### config.mk
export PLATFORM = sky130hd
export DESIGN_NAME = serial_display_command_decoder
export DESIGN_NICKNAME = d
export VERILOG_FILES = /design/src/hw/rtl/sdcd_pkg.sv /design/src/hw/rtl/serial_display_command_decoder.sv
export SDC_FILE = /design/constraint.sdc
export NUM_CORES = 1
export LEC_CHECK = 0
export BUFFER_PORTS_ARGS = -buffer_cell sky130_fd_sc_hd__buf_2
export CAP_MARGIN = 20
export CELL_PAD_IN_SITES_DETAIL_PLACEMENT = 1
export CELL_PAD_IN_SITES_GLOBAL_PLACEMENT = 1
export CORE_MARGIN = 4
export CORE_UTILIZATION = 51
export CTS_BUF_LIST = sky130_fd_sc_hd__clkbuf_4
export DETAILED_ROUTE_END_ITERATION = 10
export MAX_ROUTING_LAYER = met4
export PLACE_DENSITY = 0.92
export SLEW_MARGIN = 5
export SYNTH_ARGS = -nofsm -noshare
export SYNTH_HDL_FRONTEND = slang
export SYNTH_SLANG_ARGS = --single-unit
### constraint.sdc
create_clock -name clk -period 5.72 [get_ports clk]
set_input_delay 0.572 -clock clk [delete_from_list [all_inputs] [get_ports clk]]
set_output_delay 0.572 -clock clk [all_outputs]
set_load 0.02 [all_outputs]
### src/hw/rtl/sdcd_pkg.sv
// ----------------------------------------------------------------------------
// sdcd_pkg: serial display command decoder package
// Character codes, target codes and digit helpers for the decoder.
// ----------------------------------------------------------------------------
package sdcd_pkg;

    // Default brightness ceiling
    localparam int BRIGHT_MAX_DEFAULT = 100;

    // Field widths
    localparam int BYTE_W   = 8;
    localparam int TARGET_W = 3;
    localparam int VALUE_W  = 24;
    localparam int SLOT_W   = 3;

    // Command and digit characters
    localparam logic [BYTE_W-1:0] CH_MODE_BRIGHT = 8'h62; // 'b'
    localparam logic [BYTE_W-1:0] CH_MODE_COLOUR = 8'h63; // 'c'
    localparam logic [BYTE_W-1:0] CH_ZERO        = 8'h30; // '0'
    localparam logic [BYTE_W-1:0] CH_NINE        = 8'h39; // '9'
    localparam logic [BYTE_W-1:0] CH_ROW_LAST    = 8'h35; // '5'
    localparam logic [BYTE_W-1:0] CH_UPPER_A     = 8'h41; // 'A'
    localparam logic [BYTE_W-1:0] CH_UPPER_F     = 8'h46; // 'F'
    localparam logic [BYTE_W-1:0] CH_LOWER_A     = 8'h61; // 'a'
    localparam logic [BYTE_W-1:0] CH_LOWER_F     = 8'h66; // 'f'

    // Result targets
    localparam logic [TARGET_W-1:0] TGT_BRIGHT = 3'd0;
    localparam logic [SLOT_W-1:0]   SLOT_NONE  = 3'd0;
    localparam logic [SLOT_W-1:0]   SLOT_LAST  = 3'd6;

    // Hex digit decode: bit 4 flags a valid digit, bits 3:0 hold its value
    function automatic logic [4:0] hex_decode(input logic [BYTE_W-1:0] b);
        logic [BYTE_W-1:0] d;
        d = 8'h00;
        if (b inside {[CH_ZERO:CH_NINE]})
        begin
            d = b - CH_ZERO;
            return {1'b1, d[3:0]};
        end
        else if (b inside {[CH_UPPER_A:CH_UPPER_F]})
        begin
            d = b - CH_UPPER_A + 8'd10;
            return {1'b1, d[3:0]};
        end
        else if (b inside {[CH_LOWER_A:CH_LOWER_F]})
        begin
            d = b - CH_LOWER_A + 8'd10;
            return {1'b1, d[3:0]};
        end
        return 5'b0_0000;
    endfunction

endpackage

### src/hw/rtl/serial_display_command_decoder.sv
// ----------------------------------------------------------------------------
// serial_display_command_decoder
// Decodes brightness ('b') and colour ('c') commands from a byte stream.
// ----------------------------------------------------------------------------
// A result appears on out_valid in the cycle after the closing byte is taken.
// Throughput: one byte per cycle while in_ready is high; decode is a single registered pass.
// in_ready stays high while the result register is empty or being drained.
// Reset (rst_n low, asynchronous): waiting for a mode byte, accumulators
// cleared, no colour slot selected, result register empty.
module serial_display_command_decoder
#(
    parameter int BRIGHT_MAX = sdcd_pkg::BRIGHT_MAX_DEFAULT
)
(
    input  logic                            clk,
    input  logic                            rst_n,
    input  logic                            in_valid,
    output logic                            in_ready,
    input  logic [sdcd_pkg::BYTE_W-1:0]     rx_byte,
    input  logic                            burst_end,
    output logic                            out_valid,
    input  logic                            out_ready,
    output logic [sdcd_pkg::TARGET_W-1:0]   target,
    output logic [sdcd_pkg::VALUE_W-1:0]    value
);
    import sdcd_pkg::*;

    localparam int ACC_W = $clog2(BRIGHT_MAX + 1);
    localparam int MUL_W = ACC_W + 4;
    localparam logic [MUL_W-1:0] BRIGHT_CAP = MUL_W'(BRIGHT_MAX);

    typedef enum logic [1:0]
    {
        PH_MODE,
        PH_DEC,
        PH_ROW,
        PH_HEX
    } phase_t;

    phase_t               phase_reg, phase_next;
    logic [SLOT_W-1:0]    slot_reg, slot_next;
    logic [ACC_W-1:0]     dec_acc_reg, dec_acc_next;
    logic [VALUE_W-1:0]   hex_acc_reg, hex_acc_next;
    logic                 res_valid_reg, res_valid_next;
    logic [TARGET_W-1:0]  res_target_reg, res_target_next;
    logic [VALUE_W-1:0]   res_value_reg, res_value_next;

    logic                 in_xfer;
    logic                 emit;
    logic [4:0]           hex_dig;
    logic [MUL_W-1:0]     dec_sum;
    logic [BYTE_W-1:0]    dig_ofs;

    // Take a byte whenever the result register is free or draining
    assign in_ready = !res_valid_reg || out_ready;
    assign in_xfer  = in_valid && in_ready;

    assign hex_dig = hex_decode(rx_byte);
    assign dig_ofs = rx_byte - CH_ZERO;
    assign dec_sum = MUL_W'(dec_acc_reg) * MUL_W'(10) + MUL_W'(dig_ofs[3:0]);

    // Command decode
    always_comb
    begin
        phase_next      = phase_reg;
        slot_next       = slot_reg;
        dec_acc_next    = dec_acc_reg;
        hex_acc_next    = hex_acc_reg;
        emit            = 1'b0;
        res_target_next = res_target_reg;
        res_value_next  = res_value_reg;
        case (phase_reg)
            PH_MODE:
            begin
                if (rx_byte == CH_MODE_BRIGHT)
                begin
                    dec_acc_next = '0;
                    if (burst_end)
                    begin
                        emit            = 1'b1;
                        res_target_next = TGT_BRIGHT;
                        res_value_next  = '0;
                    end
                    else
                    begin
                        phase_next = PH_DEC;
                    end
                end
                else if (rx_byte == CH_MODE_COLOUR && !burst_end)
                begin
                    phase_next = PH_ROW;
                end
            end
            PH_DEC:
            begin
                if (rx_byte inside {[CH_ZERO:CH_NINE]})
                begin
                    dec_acc_next = (dec_sum > BRIGHT_CAP) ? ACC_W'(BRIGHT_MAX)
                                                          : dec_sum[ACC_W-1:0];
                end
                if (burst_end)
                begin
                    emit            = 1'b1;
                    res_target_next = TGT_BRIGHT;
                    res_value_next  = VALUE_W'(dec_acc_next);
                    phase_next      = PH_MODE;
                end
            end
            PH_ROW:
            begin
                slot_next    = (rx_byte inside {[CH_ZERO:CH_ROW_LAST]})
                               ? SLOT_W'(dig_ofs[2:0] + 3'd1) : SLOT_NONE;
                hex_acc_next = '0;
                if (burst_end)
                begin
                    emit            = (slot_next != SLOT_NONE);
                    res_target_next = slot_next;
                    res_value_next  = '0;
                    phase_next      = PH_MODE;
                end
                else
                begin
                    phase_next = PH_HEX;
                end
            end
            PH_HEX:
            begin
                if (hex_dig[4])
                begin
                    hex_acc_next = {hex_acc_reg[VALUE_W-5:0], hex_dig[3:0]};
                end
                if (burst_end)
                begin
                    emit            = (slot_reg != SLOT_NONE);
                    res_target_next = slot_reg;
                    res_value_next  = hex_acc_next;
                    phase_next      = PH_MODE;
                end
            end
            default:
            begin
                phase_next = PH_MODE;
            end
        endcase
    end

    // Result register valid: set by a producing byte, cleared on transfer out
    assign res_valid_next = (in_xfer && emit) ? 1'b1
                          : (out_ready ? 1'b0 : res_valid_reg);

    // State and result registers
    always_ff @(posedge clk or negedge rst_n)
    begin
        if (!rst_n)
        begin
            phase_reg      <= PH_MODE;
            slot_reg       <= SLOT_NONE;
            dec_acc_reg    <= '0;
            hex_acc_reg    <= '0;
            res_valid_reg  <= 1'b0;
            res_target_reg <= '0;
            res_value_reg  <= '0;
        end
        else
        begin
            res_valid_reg <= res_valid_next;
            if (in_xfer)
            begin
                phase_reg   <= phase_next;
                slot_reg    <= slot_next;
                dec_acc_reg <= dec_acc_next;
                hex_acc_reg <= hex_acc_next;
                if (emit)
                begin
                    res_target_reg <= res_target_next;
                    res_value_reg  <= res_value_next;
                end
            end
        end
    end

    assign out_valid = res_valid_reg;
    assign target    = res_target_reg;
    assign value     = res_value_reg;

`ifndef SYNTHESIS
    // Brightness accumulator never passes the ceiling
    a_dec_cap: assert property (@(posedge clk) disable iff (!rst_n)
        dec_acc_reg <= ACC_W'(BRIGHT_MAX))
        else $error("brightness accumulator above ceiling");

    // Colour slot stays within the six rows
    a_slot_range: assert property (@(posedge clk) disable iff (!rst_n)
        slot_reg <= SLOT_LAST)
        else $error("colour slot out of range");

    // A burst end always returns the decoder to mode wait
    a_burst_mode: assert property (@(posedge clk) disable iff (!rst_n)
        in_xfer && burst_end |=> phase_reg == PH_MODE)
        else $error("burst end did not return to mode wait");

    // Brightness results respect the ceiling
    a_bright_val: assert property (@(posedge clk) disable iff (!rst_n)
        out_valid && target == TGT_BRIGHT |-> value <= VALUE_W'(BRIGHT_MAX))
        else $error("brightness result above ceiling");

    // Only a closing byte can load a new result
    a_emit_end: assert property (@(posedge clk) disable iff (!rst_n)
        in_xfer && emit |-> burst_end || phase_reg == PH_MODE)
        else $error("result produced without burst end");
`endif

endmodule

[After elaboration in Yosys (flattened, before gate mapping)]
Index checks and enable logic that the tools add are counted.
Operators by class
  add/sub/neg operators: 7
  $mul: 1
  magnitude comparators: 8
  equality and inequality tests: 12
  mux-type cells: 37
  reductions and logical operators: 23
Operator list (count)
  24-bit 2-to-1 mux: 5
  24-bit case mux with 4 select lines: 1
  24-bit case mux with 2 select lines: 1
  7-bit 2-to-1 mux: 3
  5-bit 2-to-1 mux: 4
  8-bit by 7-bit equality test with 1-bit output (second input constant): 2
  8-bit by 7-bit greater-or-equal comparator with 1-bit output (second input constant): 2
  8-bit by 6-bit less-or-equal comparator with 1-bit output (second input constant): 2
  8-bit by 7-bit less-or-equal comparator with 1-bit output (second input constant): 2
  3-bit 2-to-1 mux: 5
  7-bit case mux with 2 select lines: 1
  3-bit case mux with 4 select lines: 1
  4-bit by 1-bit subtractor with 4-bit output (second input constant): 3
  11-bit by 4-bit adder with 11-bit output: 1
  11-bit by 7-bit > comparator with 1-bit output (second input constant): 1
  7-bit by 3-bit multiplier with 10-bit output (second input constant): 1
  2-bit 2-to-1 mux: 5
  5-bit AND reduction: 2
  1-bit 2-to-1 mux: 9
  4-bit adder (second input constant): 2
  8-bit by 6-bit greater-or-equal comparator with 1-bit output (second input constant): 1
  2-bit != test (second input constant): 4
  1-bit logical AND: 7
  3-bit != test (second input constant): 2
  other kinds (15): 21
Storage, ports and cells
  register bits after elaboration: 64
  input port bits: 13
  output and inout bits: 29
  word-level logic and storage cells: 95

[Logic depth before layout (Yosys ltp)]
  depth after elaboration: 9
  mapped depth: 12
  depth with buffers taken out: 9

[Least setup slack after synthesis]
No wires, ideal clock.
  kind: flip-flop to flip-flop
  from: reg dec_acc_reg[1]
  to: reg res_value_reg[6], in the netlist value[6]
  setup time: 0.124 ns
  arrival: 2.853 ns
  required time: 5.596 ns
  slack: 2.744 ns
  stages on the path, launching flop included: 11
  buffers on the path: 1
  period minus slack after synthesis: 2.976 ns
  cells stage by stage: dfrtp_1 > ha_1 > ha_1 > fa_1 > xor2_2 > nand4_1 > or4_4 > a211oi_2 > buf_6 > a21oi_2 > o31a_1
Between the ends
  word-level cells in the longest chain between the ends: 7
RTL lines
  start: declaration: RTL line serial_display_command_decoder.sv:42  | logic [ACC_W-1:0] dec_acc_reg, dec_acc_next;
  start signal: assignment: RTL line serial_display_command_decoder.sv:171  | dec_acc_reg <= dec_acc_next;
  7-bit by 3-bit multiplier with 10-bit output *: RTL line serial_display_command_decoder.sv:60  | assign dec_sum = MUL_W'(dec_acc_reg) * MUL_W'(10) + MUL_W'(dig_ofs[3:0]);
  11-bit by 4-bit adder with 11-bit output *: RTL line serial_display_command_decoder.sv:60
  11-bit by 7-bit > comparator with 1-bit output: RTL line serial_display_command_decoder.sv:98  | dec_acc_next = (dec_sum > BRIGHT_CAP) ? ACC_W'(BRIGHT_MAX)
  7-bit 2-to-1 mux *: RTL line serial_display_command_decoder.sv:98
  7-bit 2-to-1 mux *: RTL line serial_display_command_decoder.sv:96  | if (rx_byte inside {[CH_ZERO:CH_NINE]})
  24-bit 2-to-1 mux *: RTL line serial_display_command_decoder.sv:101  | if (burst_end)
  24-bit case mux with 4 select lines *: RTL line serial_display_command_decoder.sv:72  | case (phase_reg)
  end signal: assignment: RTL line serial_display_command_decoder.sv:176  | res_value_reg <= res_value_next;
  end: declaration: RTL line serial_display_command_decoder.sv:46  | logic [VALUE_W-1:0] res_value_reg, res_value_next;
Mark *: on every way between the ends. The rest lies on a longest branch, timed or not. The select of a mux whose other input is x is not followed.
A chain may end at the register's enable or synchronous reset.

[Final worst setup path]
  from: reg dec_acc_reg[1]
  to: reg res_value_reg[5], in the netlist value[5]
The elaborated chain is that of the path after synthesis.

==> results.json <==
{
  "status": "complete, no violations",
  "seq_area_frac_synth": 0.424,
  "fin_util": 0.583,
  "hold_path_class": "input port to asynchronous set/reset pin",
  "final_cell_mix": "64 x dfrtp_1, 52 x nand2_1, 41 x buf_2",
  "syn_area_um2": 3780,
  "worstReg2RegStart": "dec_acc_reg[1]",
  "ir_worst_vdd_mv": 0.0951,
  "die-area_um2": 8850,
  "ioPinCount": 42,
  "drc_errors": 0,
  "clock_path_buffers": 2,
  "wirelength_mm": 10.6,
  "cts_resized": 0,
  "crit_arrival_ns": 4.03,
  "postCtsSetupBuffers": 0,
  "cap_viol_max_count": 0,
  "synth_warnings": 0,
  "cts_sinks": 64,
  "cp-end-kind": "register",
  "htree_levels": 3,
  "synth_top_area_share": 0.424,
  "cts_buffers": 9,
  "powerDensity_nw_per_um2": 221,
  "cp-startpoint": "dec_acc_reg[1]",
  "die_w_um": 94.1,
  "ys_ff_latch": 64,
  "fmax_mhz": 270,
  "die_h_um": 94.1,
  "critPathRequiredTime_ns": 6.04,
  "use_met1": 0.337,
  "post_drt_via_cell_ratio": 6.31,
  "grt_pass1_vias": 3372,
  "use_met2": 0.412,
  "via_count": 3232,
  "cp_max_fo": 11,
  "synth_cell_types": 62,
  "synth_area_leaders": "dfrtp_1 42%, mux2i_1 5.8%, ha_1 5.6%, nand2_1 5.2%, a22o_1 4.6%",
  "path_clk_slew_ns": 0.12,
  "final_common_cell": "dfrtp_1",
  "wire_per_inst_um": 20.6,
  "start_kind": "register",
  "cts_tree": "done",
  "ant_nets": 0,
  "io_buffers": 41,
  "grt_usage": 0.261,
  "synth-async-reset-ratio": 1.00,
  "start_util": 0.524,
  "ctsHoldBuffers": 0,
  "fillers": 829,
  "rsz0062_at_grt": "no",
  "yosys.area.top_type": "dfrtp_1",
  "nets": 440,
  "worstSetupPathType": "register to register",
  "setup_violations": 0,
  "postSynthNetCount": 408,
  "place_hpwl_mm": 7.32,
  "grt_use_met3": 0.0417,
  "num_antenna_cells": 0,
  "gp_congestion": 0.922,
  "slew-limit-headroom": 0.355,
  "drtIter0Drc": 227,
  "syn_to_final_growth_pct": 11.3,
  "post-route-period-util": 0.648,
  "clkLatencyLatePin_ns": 0.43,
  "clk_root_buffer_cell": "clkbuf_4",
  "p_leak_nw": 2.11,
  "antenna_found_initial": 0,
  "core-area_um2": 7210,
  "setup_tns_ns": 0,
  "firstDrtPassIters": 4,
  "syn_inst": 376,
  "drive_above_1_share": 0.189,
  "final-max-slew-violation-count": 0,
  "fin_crit_ns": 3.71,
  "worst_pin_slew_ns": 0.965,
  "grt.overflow.total": 0,
  "grt_max_degree": 65,
  "grt_first_pass_wirelength_mm": 17.5,
  "timing.reg2reg.setup_slack_ns": 2.01,
  "rows": 31,
  "finalHoldViolCount": 0,
  "fin_worst_skew_ns": 0.0253,
  "synth_edf_count": 0,
  "synth_ff_type": "dfrtp_1",
  "syn_area_per_cell_um2": 10.0,
  "grt-busiest-layer": "met2"
}
logic make-up (layout without fill, tap and decap cells):
kind of cell	after synthesis	count (layout)	synth area share
adders and majority gates	19	19	0.0669
muxes	24	24	0.0643
DFF	64	64	0.424
AOI/OAI and AO/OA	129	129	0.249
buffers and inverters	30	67	0.0391
and+or+nand+nor	105	105	0.143
xor gates and xnor gates	5	5	0.0136
per-stage QoR:
| step | instances | area [µm²] | total power [mW] | setup WS [ns] | hold WS [ns] |
|---|---|---|---|---|---|
| CTS | 512 | 4200 | 0.934 | 2.06 | 0.331 |
| detailed placement | 496 | 4010 | 0.526 | 1.99 | 0.466 |
| global placement | 496 | 4010 | 0.524 | 2.15 | 0.457 |
| global route | 512 | 4200 | 0.964 | 1.81 | 0.361 |
| floorplan | 376 | 3780 | 0.500 | 2.74 | 0.276 |
| finish | 512 | 4200 | 0.931 | 2.01 | 0.313 |
critical path: stages (launching register included):
cell and delay [ns]:
dfrtp_1 0.49, ha_1 0.33, ha_1 0.23, fa_1 0.43
xor2_2 0.28, nand4_1 0.17, or4_4 0.43, a211oi_2 0.69
a2111oi_0 0.26, a211o_1 0.29
final cells by class:
class                           count  area (µm²)  area share
Clock inverter                      7         125      0.0298
Inverter                            6        22.5     0.00536
Sequential cell                    64        1600       0.381
Timing Repair Buffer               45         235      0.0560
Clock buffer                        9        67.6      0.0161
Multi-Input combinational cell    282        2030       0.482
Tap cell                           99         124      0.0295
cell usage after synthesis, types with 3 or more instances:
library cell,count
a21oi_1,17
nand2_1,52
o31ai_1,22
a22o_1,20
a31oi_1,7
a211oi_1,3
buf_4,3
and2_1,5
ha_1,17
clkbuf_1,12
o21ai_0,19
xnor2_1,4
o211ai_1,5
a32o_1,4
dfrtp_1,64
a211o_1,3
nand2b_1,3
nor2_1,17
a21o_1,6
nor2b_1,3
buf_2,7
inv_1,6
mux2i_1,22
nand3_1,4
power breakdown:
group,internal [mW],switching (mW)
Combinational,0.0198,0.0407
Clock,0.226,0.187
Sequential,0.455,0.00221
Total,0.701,0.230
worst paths after layout:
| path | endpoint | cells after the start |
|---|---|---|
| hold / removal | dec_acc_reg[6] | 2 |
| hold reg to reg | target[2] | 2 |
| setup / recovery | value[5] | 9 |
| setup reg to reg | value[5] | 9 |
| min in group clk | target[2] | 2 |
| max in group asynchronous | value[9] | 2 |
routing by layer:
layer  vias to the layer above  wire, µm
met1                      1635      4590
li1                       1474         -
met4                         0       255
met2                        99      5200
met3                        24       505
met5                         -         0
Power figures use the tool's default switching activity.
